===== src/hdl/qtue_pkg.sv =====
`timescale 1ns / 1ps
// Shared constants for the Q table update engine: field widths, stream packing,
// register indexes and default parameter values. No dependencies.

package qtue_pkg;

    // Default table geometry and value width
    localparam int NUM_STATES_DEF  = 64;
    localparam int NUM_ACTIONS_DEF = 4;
    localparam int VALUE_WIDTH_DEF = 32;

    // Input item fields
    localparam int STATE_FW  = 6;
    localparam int ACTION_FW = 2;
    localparam int REWARD_FW = 32;

    // Result item fields
    localparam int NEW_VALUE_FW = 32;
    localparam int SUM_W        = 48;
    localparam int GREEDY_FW    = 2;

    // Stream data widths, padded to whole bytes
    localparam int S_TDATA_W = 2 * STATE_FW + 2 * ACTION_FW + REWARD_FW;
    localparam int M_TDATA_RAW = NEW_VALUE_FW + SUM_W + GREEDY_FW;
    localparam int M_TDATA_W = ((M_TDATA_RAW + 7) / 8) * 8;

    // Fixed-point coefficients: 16 fraction bits, 65536 means one
    localparam int          COEF_W     = 17;
    localparam int          FRAC_W     = 16;
    localparam logic [16:0] COEF_ONE   = 17'd65536;
    localparam logic [16:0] ALPHA_RST  = 17'd6554;
    localparam logic [16:0] GAMMA_RST  = 17'd65536;
    localparam logic [15:0] ROUND_HALF = 16'd32768;

    // Configuration port
    localparam int          CFG_IDX_W         = 2;
    localparam logic [1:0]  CFG_LEARNING_RATE = 2'd0;
    localparam logic [1:0]  CFG_DISCOUNT      = 2'd1;
    localparam logic [1:0]  CFG_RULE_MODE     = 2'd2;

    // Update rule codes
    localparam logic MODE_QLEARN = 1'b0;
    localparam logic MODE_SARSA  = 1'b1;

endpackage


===== src/hdl/qtue_scale.sv =====
`timescale 1ns / 1ps
// Coefficient scaler: round(coef * x / 2^16), ties away from zero.
// The magnitude is multiplied in two halves. Depends on qtue_pkg.

module qtue_scale #(
    parameter int XW = 33
) (
    input  logic                                i_clk,
    input  logic                                i_rst_n,
    input  logic                                i_start,
    input  logic [qtue_pkg::COEF_W-1:0]         i_coef,
    input  logic signed [XW-1:0]                i_x,
    output logic                                o_done,
    output logic signed [XW-1:0]                o_res
);

    localparam int LH = (XW + 1) / 2;
    localparam int HH = XW - LH;
    localparam int PW = qtue_pkg::COEF_W + XW;

    localparam logic [1:0] STEP_IDLE = 2'd0;
    localparam logic [1:0] STEP_MLO  = 2'd1;
    localparam logic [1:0] STEP_MHI  = 2'd2;
    localparam logic [1:0] STEP_RND  = 2'd3;

    logic [1:0]                        r_step;
    logic                              r_done;
    logic                              r_neg;
    logic [XW-1:0]                     r_mag;
    logic [qtue_pkg::COEF_W-1:0]       r_coef;
    logic [qtue_pkg::COEF_W+LH-1:0]    r_plo;
    logic [qtue_pkg::COEF_W+HH-1:0]    r_phi;
    logic signed [XW-1:0]              r_res;

    logic [PW-1:0] prod;
    logic [PW:0]   rnd;
    logic [XW-1:0] mag_r;

    always_comb begin
        prod  = (PW'(r_phi) << LH) + PW'(r_plo);
        rnd   = (PW+1)'(prod) + (PW+1)'(qtue_pkg::ROUND_HALF);
        mag_r = rnd[qtue_pkg::FRAC_W +: XW];
    end

    always_ff @(posedge i_clk) begin
        if (!i_rst_n) begin
            r_step <= STEP_IDLE;
            r_done <= 1'b0;
        end else begin
            r_done <= 1'b0;
            case (r_step)
                STEP_IDLE: if (i_start) r_step <= STEP_MLO;
                STEP_MLO:  r_step <= STEP_MHI;
                STEP_MHI:  r_step <= STEP_RND;
                STEP_RND: begin
                    r_done <= 1'b1;
                    r_step <= STEP_IDLE;
                end
                default:   r_step <= STEP_IDLE;
            endcase
        end
    end

    always_ff @(posedge i_clk) begin
        if (r_step == STEP_IDLE && i_start) begin
            r_neg  <= i_x[XW-1];
            r_mag  <= i_x[XW-1] ? (~i_x + XW'(1)) : i_x;
            r_coef <= i_coef;
        end
        if (r_step == STEP_MLO) begin
            r_plo <= r_coef * r_mag[LH-1:0];
        end
        if (r_step == STEP_MHI) begin
            r_phi <= r_coef * r_mag[XW-1:LH];
        end
        if (r_step == STEP_RND) begin
            r_res <= r_neg ? -signed'(mag_r) : signed'(mag_r);
        end
    end

    assign o_done = r_done;
    assign o_res  = r_res;

endmodule


===== config.mk =====
export PLATFORM = sky130hd
export DESIGN_NAME = qtue_scale
export DESIGN_NICKNAME = d
export VERILOG_FILES = /design/src/hdl/qtue_pkg.sv /design/src/hdl/qtue_scale.sv
export SDC_FILE = /design/constraint.sdc
export NUM_CORES = 1
export LEC_CHECK = 0
export BUFFER_PORTS_ARGS = -buffer_cell sky130_fd_sc_hd__buf_2
export CAP_MARGIN = 20
export CELL_PAD_IN_SITES_DETAIL_PLACEMENT = 2
export CELL_PAD_IN_SITES_GLOBAL_PLACEMENT = 2
export CORE_UTILIZATION = 30
export DETAILED_ROUTE_END_ITERATION = 8
export PLACE_DENSITY = 0.66
export SLEW_MARGIN = 20
export SYNTH_ARGS = -nofsm -noshare
export SYNTH_HDL_FRONTEND = slang
export SYNTH_SLANG_ARGS = --single-unit
export TNS_END_PERCENT = 100

===== constraint.sdc =====
create_clock -name i_clk -period 15.7 [get_ports i_clk]
set_input_delay 0.785 -clock i_clk [delete_from_list [all_inputs] [get_ports i_clk]]
set_output_delay 0.785 -clock i_clk [all_outputs]
set_load 0.02 [all_outputs]

==> reports/qor.txt <==
Starting Density -> 30.5%
drt drc -> 0
crit path time final -> 7.58 ns
CP startpoint -> r_coef[7]
sequential-to-total area share from yosys stat -> 16.7%
Fmax -> 0.132 GHz
max cap viols -> 0
CTS buffer count -> 17
pin count of the biggest net entering global routing -> 52
initial drt markers -> 605
worst skew pair latency -> 0.50 ns
number of nets with antenna violations after routing -> 0
P&R area growth vs syn -> 8.73%
Max Slew Vio Count -> 0
Worst Tran Pin Value -> 1.04 ns
final hold violation count -> 0
Ys Warns -> 0
Top FF cell, synth -> edfxtp_1
# port buffers -> 86
CP Launch Type -> register
# diodes -> 0
fraction of registers with async set/reset -> 0%
CTS Buffer Depth -> 2
slew margin rel. -> 30.5%
share of cells above drive strength 1 -> 6.84%
wire length per cell -> 20.7 um
Finished Core Util -> 33.1%
hold crit path type -> in2reg
Critical R2R Launch -> r_coef[7]
CTS tree -> built
status -> finished clean
filler instances -> 8966
I/O pin count -> 87
critical-path cell list -> buf_4 > and2_1 > fa_1 > inv_1 > fa_1 > fa_1 > inv_1 > fa_1 > fa_1 > inv_1 > fa_1 > inv_1 > ha_1 > a21oi_1 > o21ai_0 > a31oi_1 > o31ai_2 > o2bb2ai_1 > a211oi_1 > a21oi_1 > a221o_1 > a21oi_1 > xnor2_1
critical path required time -> 15.97 ns
routed via count -> 17665
synthesized flop and latch total -> 138
total negative slack -> 0 ns
Synth Instances -> 2562
post-DP HPWL -> 58.7 mm
vias in the first global route -> 21253
antenna violations before repair -> 3
Worst-path clk slew -> 0.09 ns
die height -> 289 um
crit path capture type -> register
die area -> 0.0834 mm2
Post-CTS Setup Inserts -> 0
DRT Wirelength -> 75.8 mm
Vias per Instance -> 4.83
Distinct cells, synth -> 82
Total GRT Usage -> 19.4%
CP arrival -> 7.85 ns
Clock Skew -> 0.0211 ns
most common cell after layout, fill and taps aside -> inv_1
placement-stage cell area -> 0.0262 mm2
CP max stage delay -> 0.96 ns
global-route wire length before repair -> 123 mm
htree depth -> 4
Critical-path top delay cell -> edfxtp_1
worst-path maximum fanout -> 17
post-CTS sizing -> 0
die width -> 289 um
syn_nets -> 3276
final setup fails -> 0
drt first pass iters -> 5
FF-to-FF setup slack -> 8.12 ns
Post-synth EDFFs -> 135
Rows -> 104
Root Buffer Master -> clkbuf_16
commonest non-fill, non-tap cells in the layout -> inv_1 (513), fa_1 (429), nand2_1 (358), and2_1 (261), ha_1 (232)
grt ovf -> 0
WS Path Type -> reg2reg
Hold Path Origin -> i_coef[10]
Avg Inst Size Synth -> 9.63 um2
mapped cell area -> 0.0247 mm2
unrepaired setup endpoints after global routing -> false
ratio of final minimum period to clock period -> 48.3%
Finished Cell Area -> 0.0268 mm2
Most common cell on crit path -> fa_1
Core Region -> 0.0809 mm2
CTS sink cnt -> 138
Final GP Congestion -> 0.821
hold_buf cts -> 0
final net count -> 3302
-- worst paths after layout --
check,to,depth (start not counted)
max reg2reg,r_plo[32],23
min reg2reg,r_step[0],1
min,r_coef[10],1
max,r_plo[32],23
-- critical path: cells and delay by family, from the launching register on --
family                     cells  cell delay, ns
xor gates and xnor gates       1            0.08
buffers and inverters          5            0.68
AOI/OAI and AO/OA              9            2.18
adders and majority gates      7            3.25
DFF                            1            0.96
and+or+nand+nor                1            0.20
-- cells by family after synthesis --
family / share of synthesized area [%]
flip-flops: 16.7
adder cells (fa/ha/maj): 46.6
buffers and inverters: 9.37
XOR/XNOR: 4.82
AO/OA/AOI/OAI: 6.20
multiplexers: 0.228
AND/OR/NAND/NOR: 16.1
-- area by class of cell --
class	count	area (um2)	area share, %
clock buffer	17	425	1.59
clock inverter	15	171	0.639
inverter	513	1930	7.18
multi-input combinational	1809	18300	68.0
sequential	138	4110	15.3
tap	1060	1330	4.94
timing repair buffer	109	611	2.28
-- state kept, by name, indices dropped and copies added, names as in the netlist --
signal / cells
o_done: 1
r_plo: 19
o_res: 33
r_phi: 32
r_step: 2
r_mag: 33
r_neg: 1
r_coef: 17
-- stage by stage --
stage | hold WS, ns | instances | setup slack [ns]
6_report | 0.448 | 3661 | 8.12
5_1_grt | 0.423 | 3661 | 7.59
3_3_place_gp | 0.539 | 3628 | 8.09
4_1_cts | 0.407 | 3660 | 7.99
3_5_place_dp | 0.576 | 3628 | 8.01
2_1_floorplan | 0.526 | 2562 | 9.25
-- Yosys cell counts, types with 12 or more instances --
master    instances  share of area, %
a21o_1           30              0.91
xnor2_1         105               3.7
o31ai_1          12              0.37
and3_1           13              0.33
inv_1           513               7.8
nor2_1           45              0.68
a21oi_1          50               1.0
nand3_1          20              0.41
o21ai_0          40              0.81
xor2_1           29               1.0
clkbuf_1         99               1.5
and2_1          262               6.6
nand2_1         358               5.4
nor3_1           13              0.26
fa_1            429                35
nand2b_1         15              0.38
ha_1            232                12
edfxtp_1        135                16
-- layer usage --
| layer | vias up | share of wire, % | track usage (%) |
|---|---|---|---|
| met4 | 4 | 1.5 | 4.47 |
| met1 | 9371 | 45 | 24.9 |
| met2 | 234 | 51 | 34.5 |
| met3 | 64 | 2.5 | 2.26 |
| li1 | 7992 | - | - |
| met5 | - | 0.034 | 0 |
Power is left out: the tool's default activity adds up to more than one toggle a clock period on the data nets, which glitch-free logic cannot reach.
