==> src/hdl/qtue_argmax.sv <==
`timescale 1ns / 1ps
// Greedy action search over one table row: a compare tree, lowest index wins ties.
// Uses no package items.

module qtue_argmax #(
    parameter int NUM_ACTIONS = 4,
    parameter int VALUE_WIDTH = 32
) (
    input  logic [NUM_ACTIONS*VALUE_WIDTH-1:0]   i_row,
    output logic signed [VALUE_WIDTH-1:0]        o_best,
    output logic [$clog2(NUM_ACTIONS)-1:0]       o_idx
);

    localparam int AW = $clog2(NUM_ACTIONS);
    localparam int NP = 1 << AW;

    logic signed [VALUE_WIDTH-1:0] leaf_val [NP];
    logic                          leaf_vld [NP];

    logic signed [VALUE_WIDTH-1:0] t_val [AW+1][NP];
    logic [AW-1:0]                 t_idx [AW+1][NP];
    logic                          t_vld [AW+1][NP];

    // Pad the row to a power of two with leaves that never win
    for (genvar g = 0; g < NP; g++) begin : g_leaf
        if (g < NUM_ACTIONS) begin : g_real
            assign leaf_val[g] = i_row[g*VALUE_WIDTH +: VALUE_WIDTH];
            assign leaf_vld[g] = 1'b1;
        end else begin : g_pad
            assign leaf_val[g] = '0;
            assign leaf_vld[g] = 1'b0;
        end
    end

    always_comb begin
        for (int l = 0; l <= AW; l++) begin
            for (int n = 0; n < NP; n++) begin
                t_val[l][n] = '0;
                t_idx[l][n] = '0;
                t_vld[l][n] = 1'b0;
            end
        end
        for (int n = 0; n < NP; n++) begin
            t_val[0][n] = leaf_val[n];
            t_idx[0][n] = AW'(n);
            t_vld[0][n] = leaf_vld[n];
        end
        // Take the right side only when it is strictly larger
        for (int l = 0; l < AW; l++) begin
            for (int n = 0; n < (NP >> (l + 1)); n++) begin
                if (t_vld[l][2*n+1] &&
                    (!t_vld[l][2*n] || (t_val[l][2*n+1] > t_val[l][2*n]))) begin
                    t_val[l+1][n] = t_val[l][2*n+1];
                    t_idx[l+1][n] = t_idx[l][2*n+1];
                end else begin
                    t_val[l+1][n] = t_val[l][2*n];
                    t_idx[l+1][n] = t_idx[l][2*n];
                end
                t_vld[l+1][n] = t_vld[l][2*n] | t_vld[l][2*n+1];
            end
        end
    end

    assign o_best = t_val[AW][0];
    assign o_idx  = t_idx[AW][0];

endmodule

==> config.mk <==
export PLATFORM = sky130hd
export DESIGN_NAME = qtue_argmax
export DESIGN_NICKNAME = d
export VERILOG_FILES = /design/src/hdl/qtue_argmax.sv
export SDC_FILE = /design/constraint.sdc
export NUM_CORES = 1
export LEC_CHECK = 0
export ABC_AREA = 1
export BUFFER_PORTS_ARGS = -buffer_cell sky130_fd_sc_hd__buf_2
export CAP_MARGIN = 20
export CORE_MARGIN = 2
export CORE_UTILIZATION = 44
export DETAILED_ROUTE_END_ITERATION = 8
export PLACE_DENSITY = 0.73
export SLEW_MARGIN = 20
export SYNTH_ARGS = -nofsm -noshare
export SYNTH_HDL_FRONTEND = slang
export SYNTH_SLANG_ARGS = --single-unit
export TNS_END_PERCENT = 5
==> constraint.sdc <==
create_clock -name vclk -period 5.1
set_input_delay 0.51 -clock vclk [all_inputs]
set_output_delay 0.51 -clock vclk [all_outputs]
set_load 0.05 [all_outputs]
==> results_tabular.tex <==
\begin{tabular}{lr}
\hline
Metric & Value \\
\hline
\multicolumn{2}{l}{\textbf{Setup path}} \\
\quad Worst path required time & 4.59 ns \\
\quad CP Launch Type & input pin \\
\quad Arrival @ worst endpoint & about 4.3 ns \\
\quad Maximum fanout along the worst path & 25 \\
\quad Kind of end point of the critical path & primary output \\
\quad Crit Path Class & in2out \\
\multicolumn{2}{l}{\textbf{Cells and area}} \\
\quad Area growth from synthesis to layout & 23.8\% \\
\quad CLK BUF & 0 \\
\quad Utilization of the core after routing & 55.6\% \\
\quad Net total in the final layout & between 1000 and 1500 \\
\quad Fillcell total & just over 1000 \\
\quad Number of sequential cells & 0 \\
\quad Antenna cell count & 0 \\
\quad Proportion of layout cells with a drive suffix above 1 & roughly a fifth \\
\quad Most common library cell in the layout ignoring fill and taps & sky130\_fd\_sc\_hd\_\_nand2\_1 \\
\quad Top library cells by usage in the layout, fill and taps aside & sky130\_fd\_sc\_hd\_\_nand2\_1, sky130\_fd\_sc\_hd\_\_inv\_1, sky130\_fd\_sc\_hd\_\_buf\_2, sky130\_fd\_sc\_hd\_\_ha\_1, sky130\_fd\_sc\_hd\_\_nand4\_1 \\
\quad Storage cell area & 0 sq um \\
\multicolumn{2}{l}{\textbf{Detailed routing}} \\
\quad Via count normalized by instance count & approximately 5.0 \\
\quad Total wirelength of the detailed-routed design & roughly 13000 microns \\
\quad Remaining antenna violation count & 0 \\
\quad Total number of vias & $\sim$5300 \\
\quad DRC & 0 \\
\quad Mean routed wirelength per cell & approximately 12 microns \\
\quad First-pass DRT Iterations & 4 \\
\quad First-iteration detailed-routing DRC count & roughly 140 \\
\multicolumn{2}{l}{\textbf{Timing}} \\
\quad Fin. max-slew vios & 0 \\
\quad Shortest clock period the worst path allows after layout & about 4.8 ns \\
\quad Relative max-transition margin & 78.8\% \\
\quad Period utilisation layout & 93.8\% \\
\quad RSZ-0062 raised after global routing & no \\
\quad Top achievable clock speed & about 210 MHz \\
\quad Final hold vios & 0 \\
\quad Final setup violation count & 0 \\
\quad Setup TNS & 0 ns \\
\quad Worst-margin pin slew & 0.315 ns \\
\multicolumn{2}{l}{\textbf{Global route}} \\
\quad Global-route congestion overflow total & 0 \\
\quad Maximum number of pins on one net before global-route repair & 35 \\
\quad Global-route wire length before repair & 20600 microns \\
\quad Initial antenna violation count & 0 \\
\quad Vias in the first global route & a little under 5000 \\
\quad GRT Total Usage & approximately a quarter \\
\multicolumn{2}{l}{\textbf{Clock tree}} \\
\quad Hold buffer count at CTS & 0 \\
\multicolumn{2}{l}{\textbf{Floorplanning}} \\
\quad Standard cell core area & 9680 sq um \\
\quad Die extent in y & $\sim$100 microns \\
\quad Die extent in x & between 100 and 150 microns \\
\quad DIE AREA & 10700 sq um \\
\quad I/O pin total & between 150 and 200 \\
\quad Initial Utilization & between 40 and 50\% \\
\quad Num rows & 36 \\
\multicolumn{2}{l}{\textbf{Yosys}} \\
\quad Netlist cell types & 25 \\
\quad Number of standard cells after synthesis & $\sim$780 \\
\quad Mean post-synth cell area & $\sim$5.5 sq um \\
\quad Portion of the post-synthesis area used by sequential elements & 0\% \\
\quad Post-Syn Nets & 1007 \\
\quad Total standard cell area after synthesis & roughly 4300 sq um \\
\quad Yosys Warn Count & 0 \\
\multicolumn{2}{l}{\textbf{Worst hold path}} \\
\quad Hold Path Depth & 6 \\
\quad Endpoint with the worst hold slack & o\_best[5] \\
\quad HP Start & i\_row[69] \\
\quad Type of the tightest min-delay check & in2out \\
\multicolumn{2}{l}{\textbf{Pwr}} \\
\quad Cell Pwr Density & 323 nW/um\^{}2 \\
\quad Peak supply drop & between 0.4 and 0.5 mV \\
\quad Leak & $\sim$3.5 nW \\
\multicolumn{2}{l}{\textbf{Run status}} \\
\quad Run status & finished, final reports clean \\
\multicolumn{2}{l}{\textbf{Place}} \\
\quad IO buf count & $\sim$160 \\
\quad HPWL after DPL & roughly 12000 microns \\
\quad Placer congestion estimate & 0.935 \\
\multicolumn{2}{l}{\textbf{Job}} \\
\quad \# Max-Cap Violations & 0 \\
\hline
\end{tabular}
-- synthesized netlist by cell type, types with 2 or more instances --
library cell                 n  area (sq um)
sky130_fd_sc_hd__a21o_1      2          15.0
sky130_fd_sc_hd__nand2_2     2          12.5
sky130_fd_sc_hd__nor3_1      2          10.0
sky130_fd_sc_hd__clkbuf_1    6          22.5
sky130_fd_sc_hd__nand3_2     3          30.0
sky130_fd_sc_hd__ha_1       96          1200
sky130_fd_sc_hd__o21a_1      6          45.0
sky130_fd_sc_hd__inv_1     152           571
sky130_fd_sc_hd__a21oi_1    45           225
sky130_fd_sc_hd__buf_4       3          22.5
sky130_fd_sc_hd__nand3_1    67           335
sky130_fd_sc_hd__and2_1     32           200
sky130_fd_sc_hd__nor2_1     27           101
sky130_fd_sc_hd__o21ai_0     8          40.0
sky130_fd_sc_hd__nand4_1    71           444
sky130_fd_sc_hd__nand2_1   233           875
sky130_fd_sc_hd__nand3_4     2          35.0
sky130_fd_sc_hd__buf_2      19          95.1
-- worst max-delay path by stage --
stage	end	cells after the start	start
6_report	o_best[19]	25	i_row[95]
5_1_grt	o_best[15]	26	i_row[95]
4_1_cts	o_best[18]	25	i_row[95]
3_5_place_dp	o_best[16]	27	i_row[95]
3_3_place_gp	o_best[18]	24	i_row[69]
2_1_floorplan	o_idx[0]	23	i_row[95]
-- stage by stage --
| stage | cell area, sq um | setup slack, ns | power, mW | hold slack, ns | instances |
|---|---|---|---|---|---|
| finish | 5380 | 0.316 | 1.74 | 1.55 | 1064 |
| global route | 5380 | 0.00489 | 1.90 | 1.59 | 1064 |
| CTS | 5300 | 0.245 | 1.69 | 1.56 | 1064 |
| detailed placement | 5300 | 0.258 | 1.68 | 1.56 | 1064 |
| global placement | 5300 | 0.217 | 1.68 | 1.57 | 1064 |
| floorplan | 4340 | 0.396 | 1.29 | 1.44 | 783 |
-- layout make-up --
cell class | count | area (sq um) | share of cell area, %
well taps | 133 | 166 | 3.09
multi-input cells | 600 | 3640 | 67.7
inverters | 153 | 582 | 10.8
repair buffers | 178 | 991 | 18.4
-- critical path, stage by stage --
cell and delay [ns]:
sky130_fd_sc_hd__buf_2 0.08, sky130_fd_sc_hd__inv_1 0.07, sky130_fd_sc_hd__ha_4 0.30, sky130_fd_sc_hd__nand2_1 0.07, sky130_fd_sc_hd__nor2_1 0.13, sky130_fd_sc_hd__nand2_1 0.11
sky130_fd_sc_hd__nor3b_2 0.18, sky130_fd_sc_hd__nand2_1 0.13, sky130_fd_sc_hd__nand2_1 0.12, sky130_fd_sc_hd__nand2_4 0.12, sky130_fd_sc_hd__nand3_4 0.14, sky130_fd_sc_hd__buf_12 0.18
sky130_fd_sc_hd__nand2_1 0.09, sky130_fd_sc_hd__and2_1 0.15, sky130_fd_sc_hd__ha_1 0.29, sky130_fd_sc_hd__nand2_1 0.07, sky130_fd_sc_hd__nor2_1 0.16, sky130_fd_sc_hd__nand4_1 0.11
sky130_fd_sc_hd__nor4_1 0.26, sky130_fd_sc_hd__nand2_1 0.15, sky130_fd_sc_hd__nand3_4 0.16, sky130_fd_sc_hd__buf_6 0.20, sky130_fd_sc_hd__nand3_1 0.11, sky130_fd_sc_hd__nand2_1 0.10
sky130_fd_sc_hd__buf_2 0.27
-- logic make-up (layout without fill, tap and decap cells) --
group / after synthesis / count (layout) / synth area share (%)
adder cells (fa/ha/maj): 96 / 96 / 27.6
AO/OA/AOI/OAI: 62 / 62 / 7.66
AND/OR/NAND/NOR: 442 / 442 / 47.8
buffers and inverters: 183 / 331 / 16.9
-- where the power goes --
group / internal [mW] / total, mW / switching, mW / leakage (nW)
logic: 0.510 / 1.74 / 1.23 / 3.49
clock network: 0 / 0 / 0 / 0
registers: 0 / 0 / 0 / 0
total: 0.510 / 1.74 / 1.23 / 3.49
-- per-layer routing --
metal,wire [microns],track usage (%),share of wire (%),up-vias
li1,-,-,-,2851
met5,0,0,0,-
met2,6810,47.8,52,145
met1,5570,27.6,42,2307
met3,533,1.08,4.0,28
met4,266,5.36,2.0,0
-- what timing repair did --
item / in CTS / in global routing
endpoints found under the setup margin: 0 / 33
gates resized for setup: 0 / 23
buffers inserted: 0 / 0
Note: power is estimated with default switching activity, not from simulation.
